==> config.mk <==
export PLATFORM = sky130hd
export DESIGN_NAME = pci_config_space_irq_router
export DESIGN_NICKNAME = d
export VERILOG_FILES = /design/src/hdl/pcir_pkg.sv /design/src/hdl/pci_config_space_irq_router.sv /design/src/hdl/pcir_bytes.sv /design/src/hdl/pcir_ctrl_regs.sv /design/src/hdl/pcir_route_calc.sv
export SDC_FILE = /design/constraint.sdc
export NUM_CORES = 2
export LEC_CHECK = 0
export ABC_CLOCK_PERIOD_IN_PS = 4150
export BUFFER_PORTS_ARGS = -buffer_cell sky130_fd_sc_hd__clkbuf_2
export CAP_MARGIN = 20
export CORE_UTILIZATION = 25
export DETAILED_ROUTE_END_ITERATION = 8
export SLEW_MARGIN = 20
export SYNTH_ARGS = -nofsm -noshare
export SYNTH_HDL_FRONTEND = slang
export SYNTH_SLANG_ARGS = --single-unit
==> constraint.sdc <==
create_clock -name clock -period 4.15 [get_ports clock]
set_input_delay 0.415 -clock clock [delete_from_list [all_inputs] [get_ports clock]]
set_output_delay 0.415 -clock clock [all_outputs]
set_load 0.05 [all_outputs]
==> src/hdl/pcir_pkg.sv <==
package pcir_pkg;

   // addresses with special write rules
   localparam logic [7:0] ADDR_CMD_LO   = 8'h04;
   localparam logic [7:0] ADDR_CMD_HI   = 8'h05;
   localparam logic [7:0] ADDR_STAT_HI  = 8'h07;
   localparam logic [7:0] ADDR_ROUTE_LO = 8'h80;
   localparam logic [7:0] ADDR_ROUTE_HI = 8'h81;

   // reset contents of the bytes that have one
   localparam logic [7:0] RST_VENDOR_LO = 8'h25;
   localparam logic [7:0] RST_VENDOR_HI = 8'h10;
   localparam logic [7:0] RST_DEVICE_LO = 8'h35;
   localparam logic [7:0] RST_DEVICE_HI = 8'h14;
   localparam logic [7:0] RST_CMD_LO    = 8'h07;
   localparam logic [7:0] RST_STAT_HI   = 8'h04;
   localparam logic [7:0] RST_CLASS     = 8'h06;
   localparam logic [7:0] RST_ROUTE_LO  = 8'h80;

   // write masks
   localparam logic [7:0] CMD_LO_MASK   = 8'h7f;
   localparam logic [7:0] CMD_LO_FORCE  = 8'h07;
   localparam logic [7:0] CMD_HI_MASK   = 8'h01;
   localparam logic [7:0] STAT_W1C_MASK = 8'hb8;

   localparam logic       CMD_READ      = 1'b0;
   localparam logic       CMD_WRITE     = 1'b1;
   localparam logic [2:0] FUNC_ZERO     = 3'd0;
   localparam logic [7:0] BYTE_ABSENT   = 8'hff;
   localparam logic [7:0] BYTE_ZERO     = 8'h00;

   localparam int NUM_PINS = 4;

   // one configuration beat once it has been taken
   typedef struct packed {
      logic       wr;
      logic [7:0] addr;
      logic [7:0] data;
   } access_type;

   // what the control registers show to the request stage
   typedef struct packed {
      logic [7:0] rd_byte;
      logic       fixed;
      logic [7:0] route_lo;
      logic [7:0] route_hi;
   } ctrl_view_type;

   typedef struct packed {
      logic [NUM_PINS-1:0][3:0] route;
      logic [15:0]              set_mask;
      logic [15:0]              clr_mask;
   } route_result_type;

   function automatic logic [3:0] irq_of(input logic [2:0] sel);
      logic [3:0] irq;
      case (sel)
         3'd0: irq = 4'd0;
         3'd1: irq = 4'd5;
         3'd2: irq = 4'd9;
         3'd3: irq = 4'd10;
         3'd4: irq = 4'd11;
         3'd5: irq = 4'd12;
         3'd6: irq = 4'd14;
         3'd7: irq = 4'd15;
         default: irq = 4'd0;
      endcase
      return irq;
   endfunction

   function automatic logic is_read_only(input logic [7:0] a);
      return (a < 8'h04) || (a == 8'h06) || (a >= 8'h08 && a <= 8'h0b) ||
             (a >= 8'h0f && a < 8'h30) || (a >= 8'h34 && a < 8'h40);
   endfunction

   function automatic logic [7:0] reset_value(input logic [7:0] a);
      logic [7:0] v;
      case (a)
         8'h00: v = RST_VENDOR_LO;
         8'h01: v = RST_VENDOR_HI;
         8'h02: v = RST_DEVICE_LO;
         8'h03: v = RST_DEVICE_HI;
         8'h04: v = RST_CMD_LO;
         8'h07: v = RST_STAT_HI;
         8'h0b: v = RST_CLASS;
         8'h80: v = RST_ROUTE_LO;
         default: v = BYTE_ZERO;
      endcase
      return v;
   endfunction

   function automatic logic is_special(input logic [7:0] a);
      return (a == ADDR_CMD_LO) || (a == ADDR_CMD_HI) || (a == ADDR_STAT_HI) ||
             (a == ADDR_ROUTE_LO) || (a == ADDR_ROUTE_HI);
   endfunction

endpackage

==> src/hdl/pci_config_space_irq_router.sv <==
// configuration space with interrupt routing, one byte access per beat
// start is captured by the request stage, and rsp_strobe and the result
// are registered by the result stage after it
// throughput: one beat every cycle, busy is always low
// reset (synchronous, active high) restores the fixed id/command/status/class
// contents and routing, and drops any beat in flight
// results cannot be stalled; rsp_strobe is high for exactly one cycle per beat
module pci_config_space_irq_router
   import pcir_pkg::*;
(
   input  logic        clock,
   input  logic        reset,
   input  logic        start,
   output logic        busy,
   input  logic        req_cmd,
   input  logic [2:0]  req_func_num,
   input  logic [7:0]  req_reg_addr,
   input  logic [7:0]  req_wr_data,
   output logic        rsp_strobe,
   output logic [7:0]  rsp_rd_data,
   output logic [3:0]  rsp_route_a,
   output logic [3:0]  rsp_route_b,
   output logic [3:0]  rsp_route_c,
   output logic [3:0]  rsp_route_d,
   output logic [15:0] rsp_level_set_mask,
   output logic [15:0] rsp_level_clear_mask,
   output logic        rsp_routing_update
);

   logic             accept;
   logic             is_f0;
   access_type       acc;
   ctrl_view_type    view;
   logic [7:0]       mem_byte;
   route_result_type route_res;

   // request stage: writes land here, reads are launched
   logic       s1_valid_ff, s1_valid_in;
   logic       s1_fixed_ff, s1_fixed_in;
   logic [7:0] s1_byte_ff, s1_byte_in;
   logic [7:0] s1_route_lo_ff;
   logic [7:0] s1_route_hi_ff;
   logic       s1_upd_ff, s1_upd_in;

   // result stage
   logic        rsp_strobe_ff;
   logic [7:0]  rsp_rd_data_ff, rsp_rd_data_in;
   logic [3:0]  rsp_route_a_ff, rsp_route_b_ff, rsp_route_c_ff, rsp_route_d_ff;
   logic [15:0] rsp_set_ff, rsp_clr_ff;
   logic        rsp_upd_ff;

   // every cycle can take a beat
   assign busy   = 1'b0;
   assign accept = start && !busy;
   assign is_f0  = (req_func_num == FUNC_ZERO);

   // only function 0 writes touch any storage
   assign acc.wr   = accept && (req_cmd == CMD_WRITE) && is_f0;
   assign acc.addr = req_reg_addr;
   assign acc.data = req_wr_data;

   pcir_ctrl_regs u_ctrl (
      .clock (clock),
      .reset (reset),
      .acc   (acc),
      .view  (view)
   );

   pcir_bytes u_bytes (
      .clock   (clock),
      .reset   (reset),
      .acc     (acc),
      .rd_byte (mem_byte)
   );

   always_comb begin
      s1_valid_in = accept;
      s1_upd_in   = acc.wr && (req_reg_addr == ADDR_ROUTE_LO ||
                               req_reg_addr == ADDR_ROUTE_HI);
      if (req_cmd == CMD_WRITE) begin
         // writes return zero
         s1_fixed_in = 1'b1;
         s1_byte_in  = BYTE_ZERO;
      end else if (!is_f0) begin
         // absent function floats high
         s1_fixed_in = 1'b1;
         s1_byte_in  = BYTE_ABSENT;
      end else begin
         s1_fixed_in = view.fixed;
         s1_byte_in  = view.rd_byte;
      end
   end

   always_ff @(posedge clock) begin
      if (reset) begin
         s1_valid_ff <= 1'b0;
      end else begin
         s1_valid_ff <= s1_valid_in;
      end
      s1_fixed_ff    <= s1_fixed_in;
      s1_byte_ff     <= s1_byte_in;
      s1_route_lo_ff <= view.route_lo;
      s1_route_hi_ff <= view.route_hi;
      s1_upd_ff      <= s1_upd_in;
   end

   // routing table lookup and edge/level masks from the captured bytes
   pcir_route_calc u_route (
      .route_lo (s1_route_lo_ff),
      .route_hi (s1_route_hi_ff),
      .update   (s1_upd_ff),
      .res      (route_res)
   );

   assign rsp_rd_data_in = s1_fixed_ff ? s1_byte_ff : mem_byte;

   always_ff @(posedge clock) begin
      if (reset) begin
         rsp_strobe_ff <= 1'b0;
      end else begin
         rsp_strobe_ff <= s1_valid_ff;
      end
      rsp_rd_data_ff <= rsp_rd_data_in;
      rsp_route_a_ff <= route_res.route[0];
      rsp_route_b_ff <= route_res.route[1];
      rsp_route_c_ff <= route_res.route[2];
      rsp_route_d_ff <= route_res.route[3];
      rsp_set_ff     <= route_res.set_mask;
      rsp_clr_ff     <= route_res.clr_mask;
      rsp_upd_ff     <= s1_upd_ff;
   end

   assign rsp_strobe           = rsp_strobe_ff;
   assign rsp_rd_data          = rsp_rd_data_ff;
   assign rsp_route_a          = rsp_route_a_ff;
   assign rsp_route_b          = rsp_route_b_ff;
   assign rsp_route_c          = rsp_route_c_ff;
   assign rsp_route_d          = rsp_route_d_ff;
   assign rsp_level_set_mask   = rsp_set_ff;
   assign rsp_level_clear_mask = rsp_clr_ff;
   assign rsp_routing_update   = rsp_upd_ff;

endmodule

==> src/hdl/pcir_bytes.sv <==
module pcir_bytes
   import pcir_pkg::*;
(
   input  logic       clock,
   input  logic       reset,
   input  access_type acc,
   output logic [7:0] rd_byte
);

   logic [7:0] mem_ff [256];
   logic [255:0] valid_ff;
   logic [7:0] rd_data_ff;
   logic       rd_valid_ff;
   logic       mem_we;

   // plain bytes only; control and read-only bytes live elsewhere
   assign mem_we = acc.wr && !is_read_only(acc.addr) && !is_special(acc.addr);

   always_ff @(posedge clock) begin
      if (mem_we) begin
         mem_ff[acc.addr] <= acc.data;
      end
      rd_data_ff <= mem_ff[acc.addr];
   end

   // an entry never written reads as zero
   always_ff @(posedge clock) begin
      if (reset) begin
         valid_ff    <= '0;
         rd_valid_ff <= 1'b0;
      end else begin
         if (mem_we) begin
            valid_ff[acc.addr] <= 1'b1;
         end
         rd_valid_ff <= valid_ff[acc.addr];
      end
   end

   assign rd_byte = rd_valid_ff ? rd_data_ff : BYTE_ZERO;

endmodule

==> src/hdl/pcir_ctrl_regs.sv <==
module pcir_ctrl_regs
   import pcir_pkg::*;
(
   input  logic          clock,
   input  logic          reset,
   input  access_type    acc,
   output ctrl_view_type view
);

   logic [7:0] cmd_lo_ff, cmd_lo_in;
   logic [7:0] cmd_hi_ff, cmd_hi_in;
   logic [7:0] stat_hi_ff, stat_hi_in;
   logic [7:0] route_lo_ff, route_lo_in;
   logic [7:0] route_hi_ff, route_hi_in;

   always_comb begin
      cmd_lo_in   = cmd_lo_ff;
      cmd_hi_in   = cmd_hi_ff;
      stat_hi_in  = stat_hi_ff;
      route_lo_in = route_lo_ff;
      route_hi_in = route_hi_ff;
      if (acc.wr) begin
         case (acc.addr)
            ADDR_CMD_LO:   cmd_lo_in   = (acc.data & CMD_LO_MASK) | CMD_LO_FORCE;
            ADDR_CMD_HI:   cmd_hi_in   = acc.data & CMD_HI_MASK;
            ADDR_STAT_HI:  stat_hi_in  = stat_hi_ff & ~(acc.data & STAT_W1C_MASK);
            ADDR_ROUTE_LO: route_lo_in = acc.data;
            ADDR_ROUTE_HI: route_hi_in = acc.data;
            default: ;
         endcase
      end
   end

   always_ff @(posedge clock) begin
      if (reset) begin
         cmd_lo_ff   <= RST_CMD_LO;
         cmd_hi_ff   <= BYTE_ZERO;
         stat_hi_ff  <= RST_STAT_HI;
         route_lo_ff <= RST_ROUTE_LO;
         route_hi_ff <= BYTE_ZERO;
      end else begin
         cmd_lo_ff   <= cmd_lo_in;
         cmd_hi_ff   <= cmd_hi_in;
         stat_hi_ff  <= stat_hi_in;
         route_lo_ff <= route_lo_in;
         route_hi_ff <= route_hi_in;
      end
   end

   // read side: current register values or the fixed read-only contents
   always_comb begin
      case (acc.addr)
         ADDR_CMD_LO:   view.rd_byte = cmd_lo_ff;
         ADDR_CMD_HI:   view.rd_byte = cmd_hi_ff;
         ADDR_STAT_HI:  view.rd_byte = stat_hi_ff;
         ADDR_ROUTE_LO: view.rd_byte = route_lo_ff;
         ADDR_ROUTE_HI: view.rd_byte = route_hi_ff;
         default:       view.rd_byte = reset_value(acc.addr);
      endcase
      view.fixed    = is_special(acc.addr) || is_read_only(acc.addr);
      // routing as it stands after this beat
      view.route_lo = route_lo_in;
      view.route_hi = route_hi_in;
   end

endmodule

==> src/hdl/pcir_route_calc.sv <==
module pcir_route_calc
   import pcir_pkg::*;
(
   input  logic             [7:0] route_lo,
   input  logic             [7:0] route_hi,
   input  logic                   update,
   output route_result_type       res
);

   logic [NUM_PINS-1:0][3:0] nib;
   logic [15:0]              set_acc;
   logic [15:0]              clr_acc;
   logic [3:0]               irq;
   logic [15:0]              bit_sel;

   assign nib = {route_hi[7:4], route_hi[3:0], route_lo[7:4], route_lo[3:0]};

   // later pins override earlier ones on the level bit
   always_comb begin
      set_acc = '0;
      clr_acc = '0;
      irq     = '0;
      bit_sel = '0;
      for (int p = 0; p < NUM_PINS; p++) begin
         irq     = irq_of(nib[p][2:0]);
         bit_sel = 16'(1) << irq;
         res.route[p] = irq;
         if (irq != 4'd0) begin
            clr_acc = clr_acc | bit_sel;
            if (nib[p][3]) begin
               set_acc = set_acc | bit_sel;
            end else begin
               set_acc = set_acc & ~bit_sel;
            end
         end
      end
      res.set_mask = update ? set_acc : 16'h0000;
      res.clr_mask = update ? clr_acc : 16'h0000;
   end

endmodule

==> flow_metrics.py <==
metrics = {
    "floorplan": {
        "die_h_um": 614,
        "core_area_sq_um": 372000,
        "ios": 82,
        "die_w_um": 614,
        "die_area_sq_um": 377000,
        "start_util": 0.251,
        "fp-row-count": 224,
    },
    "timing": {
        "finalSetupViolations": 0,
        "slew_viol_final": 0,
        "layout_setup_ws_ns": 1.14,
        "finClkSkew_ns": 0.109,
        "hold_violations": 0,
        "fmax_mhz": 333,
        "min_period_ns": 3.01,
        "fin_crit_sh": 0.724,
        "worstMarginPinSlew_ns": 1.17,
        "rsz0062_at_grt": "false",
        "whs_ns": 0.0782,
        "finalSetupTns_ns": 0,
        "slew_headroom": 0.219,
    },
    "outcome": {
        "violations": "design-rule violations",
        "status": "finished, violations left",
    },
    "synth": {
        "yosysWarnings": 0,
        "yosysUniqueCellTypes": 62,
        "synthCells": 4899,
        "syn_area_sq_um": 93600,
        "seq_area_frac_synth": 0.738,
        "async_flop_share": 0,
        "syn_avg_cell_area_sq_um": 19.1,
        "synth_edf_count": 2048,
        "synthFlopType": "edfxtp_1",
        "synth-seq-cells": 2427,
    },
    "drt": {
        "dr.pass1.iters": 9,
        "wl_per_cell_um": 22.6,
        "via_per_inst": 4.57,
        "drc": 32,
        "drt_iter0_drc": 6236,
        "routed_wl_mm": 248,
        "vias": 50100,
        "ant_nets": 0,
    },
    "critical_path": {
        "cp.arrival_ns": 3.45,
        "path_cells": "dlygate4sd3_1 > clkbuf_2 > nand3_1 > buf_4 > nor2_2 > buf_4 > nand2_1 > nor2_1",
        "crit_required_ns": 4.60,
        "slowest_delay_ns": 0.74,
        "cpMaxStageDelayCell": "nor2_1",
        "start_kind": "input port",
        "criticalPathCategory": "input port to register",
        "critPathCaptureType": "register",
        "cp_common_cell": "buf_4",
        "crit_path_max_fanout": 10,
    },
    "power_and_ir_drop": {
        "pwr-share-comb": 0.053,
        "sw_frac_of_total": 0.220,
        "pwr-share-seq": 0.525,
        "pwr-share-clk": 0.422,
        "p_leak_nw": 36.3,
        "p_switching_mw": 11.3,
        "ir_worst_vdd_v": 0.000431,
        "p_per_area_nw_per_um2": 460,
        "intPower_mw": 40.1,
    },
    "grt": {
        "grt_usage": 0.130,
        "grt_pass1_vias": 50500,
        "grt_pass1_wl_mm": 359,
        "met3_usage": 0.0301,
        "met2_usage": 0.207,
        "top_usage_layer": "met2",
        "grt_overflow": 0,
        "antenna_found_initial": 14,
        "use_met1": 0.173,
        "grt_max_degree": 159,
    },
    "layout": {
        "fin_area_sq_um": 112000,
        "nets": 5804,
        "final_common_cell": "edfxtp_1",
        "drive_gt1_frac": 0.251,
        "ff_latch_area_sq_um": 69100,
        "fill_cells": 36200,
        "fin_cells": 11000,
        "area_growth_syn_to_layout_pct": 19.5,
        "final_cell_mix": "edfxtp_1, mux4_2, nor2_1, conb_1, dfxtp_1",
        "multi_input_comb_area_sq_um": 24900,
    },
    "placed_design": {
        "placed_area_sq_um": 104000,
        "detailed_place_hpwl_mm": 159,
        "dpl.cell_count": 10500,
        "gp_congestion": 0.896,
        "port_buffers": 80,
        "place_ws_ns": 0.334,
    },
    "clock_tree": {
        "clock_path_buffers": 3,
        "clk_pin_slew_ns": 0.06,
        "htreeDepth": 4,
        "cts_made_buffers": 240,
        "clk_latency_ns": 0.93,
        "cts.repair.resized": 0,
        "numClockSinks": 2427,
        "holdBufCountCts": 2,
        "postCtsSetupBuffers": 0,
        "cts_tree": "built",
        "root_buffer": "clkbuf_16",
    },
    "hold_path": {
        "hold_path_class": "input port to register",
    },
    "job": {
        "max_cap_violations": 0,
    },
}
## metal layers
layer  wire, um  share of wire  vias to the layer above
met1     101000           0.41                    26300
met3      22100          0.089                      454
met4       8530          0.034                        2
li1           -              -                    21100
met5          7       0.000028                        -
met2     116000           0.47                     2284
## stage by stage
stage,util,power (mW)
after floorplan,-,28.9
after global placement,0.279,30.2
after detailed placement,0.279,30.2
after CTS,0.300,51.8
after global routing,0.300,52.8
final,0.300,51.4
## cells in the mapped netlist, types with 37 or more instances
library cell | instances | area (sq um)
a21oi_1 | 258 | 1290
a22oi_1 | 57 | 428
buf_1 | 37 | 139
buf_2 | 74 | 370
clkbuf_1 | 128 | 480
dfxtp_1 | 379 | 7590
edfxtp_1 | 2048 | 61500
mux2i_1 | 99 | 991
mux4_2 | 666 | 15000
nand2_1 | 168 | 631
nor2_1 | 497 | 1870
nor2b_1 | 91 | 569
nor3_1 | 69 | 345
o21ai_0 | 38 | 190
## worst max-delay path: cells and delay by family
kind | cells | cell delay (ns)
AND/OR/NAND/NOR | 4 | 1.59
buffers and inverters | 4 | 1.40
## worst paths after layout
check,end,start,cells after the start,slack (ns)
setup / recovery,u_bytes.mem_ff[132][5]$_DFFE_PP_,req_cmd,8,1.14
setup reg to reg,u_bytes.rd_data_ff[7]$_DFF_P_,u_bytes.mem_ff[177][7]$_DFFE_PP_,5,1.29
hold reg to reg,rsp_strobe$_SDFF_PP0_,s1_valid_ff$_SDFF_PP0_,1,0.45
hold / removal,u_bytes.mem_ff[150][4]$_DFFE_PP_,req_wr_data[4],1,0.08
## final cells by class
type                    count  area share
diodes                      4   0.0000895
well taps                4972      0.0556
multi-input cells        2654       0.223
flip-flops and latches   2427       0.618
inverters                   3    0.000101
clock inverters           135      0.0128
repair buffers            455      0.0331
clock buffers             310      0.0579
## sequential cells by signal, summed over array words and instances, names as in the netlist, 8 cells and up
| name | count |
|---|---|
| u_route.res | 12 |
| u_ctrl.route_hi_ff | 8 |
| rsp_level_clear_mask | 16 |
| u_bytes.valid_ff | 256 |
| rsp_level_set_mask | 16 |
| s1_byte_ff | 8 |
| rsp_rd_data | 8 |
| u_bytes.mem_ff | 2048 |
| u_ctrl.route_lo_ff | 8 |
| u_bytes.rd_data_ff | 8 |
## power by group through the flow
stage	clock, mW	sequential (mW)	combinational, mW
after floorplan	0	27.5	1.50
after global routing	22.9	27.0	2.87
after CTS	22.1	27.0	2.73
final	21.7	27.0	2.73
after global placement	0	27.5	2.70
after detailed placement	0	27.5	2.72
## logic make-up (layout without fill, tap and decap cells)
logic type | after synthesis | after routing | share of synthesized area
buffers and inverters | 292 | 903 | 0.0155
xor gates and xnor gates | 12 | 12 | 0.00112
AOI/OAI and AO/OA | 449 | 449 | 0.0291
other | 1 | 479 | 0.0000401
DFF | 2427 | 2427 | 0.738
and+or+nand+nor | 945 | 945 | 0.0442
muxes | 773 | 773 | 0.172
No activity file was read; power rests on OpenSTA's default activity.
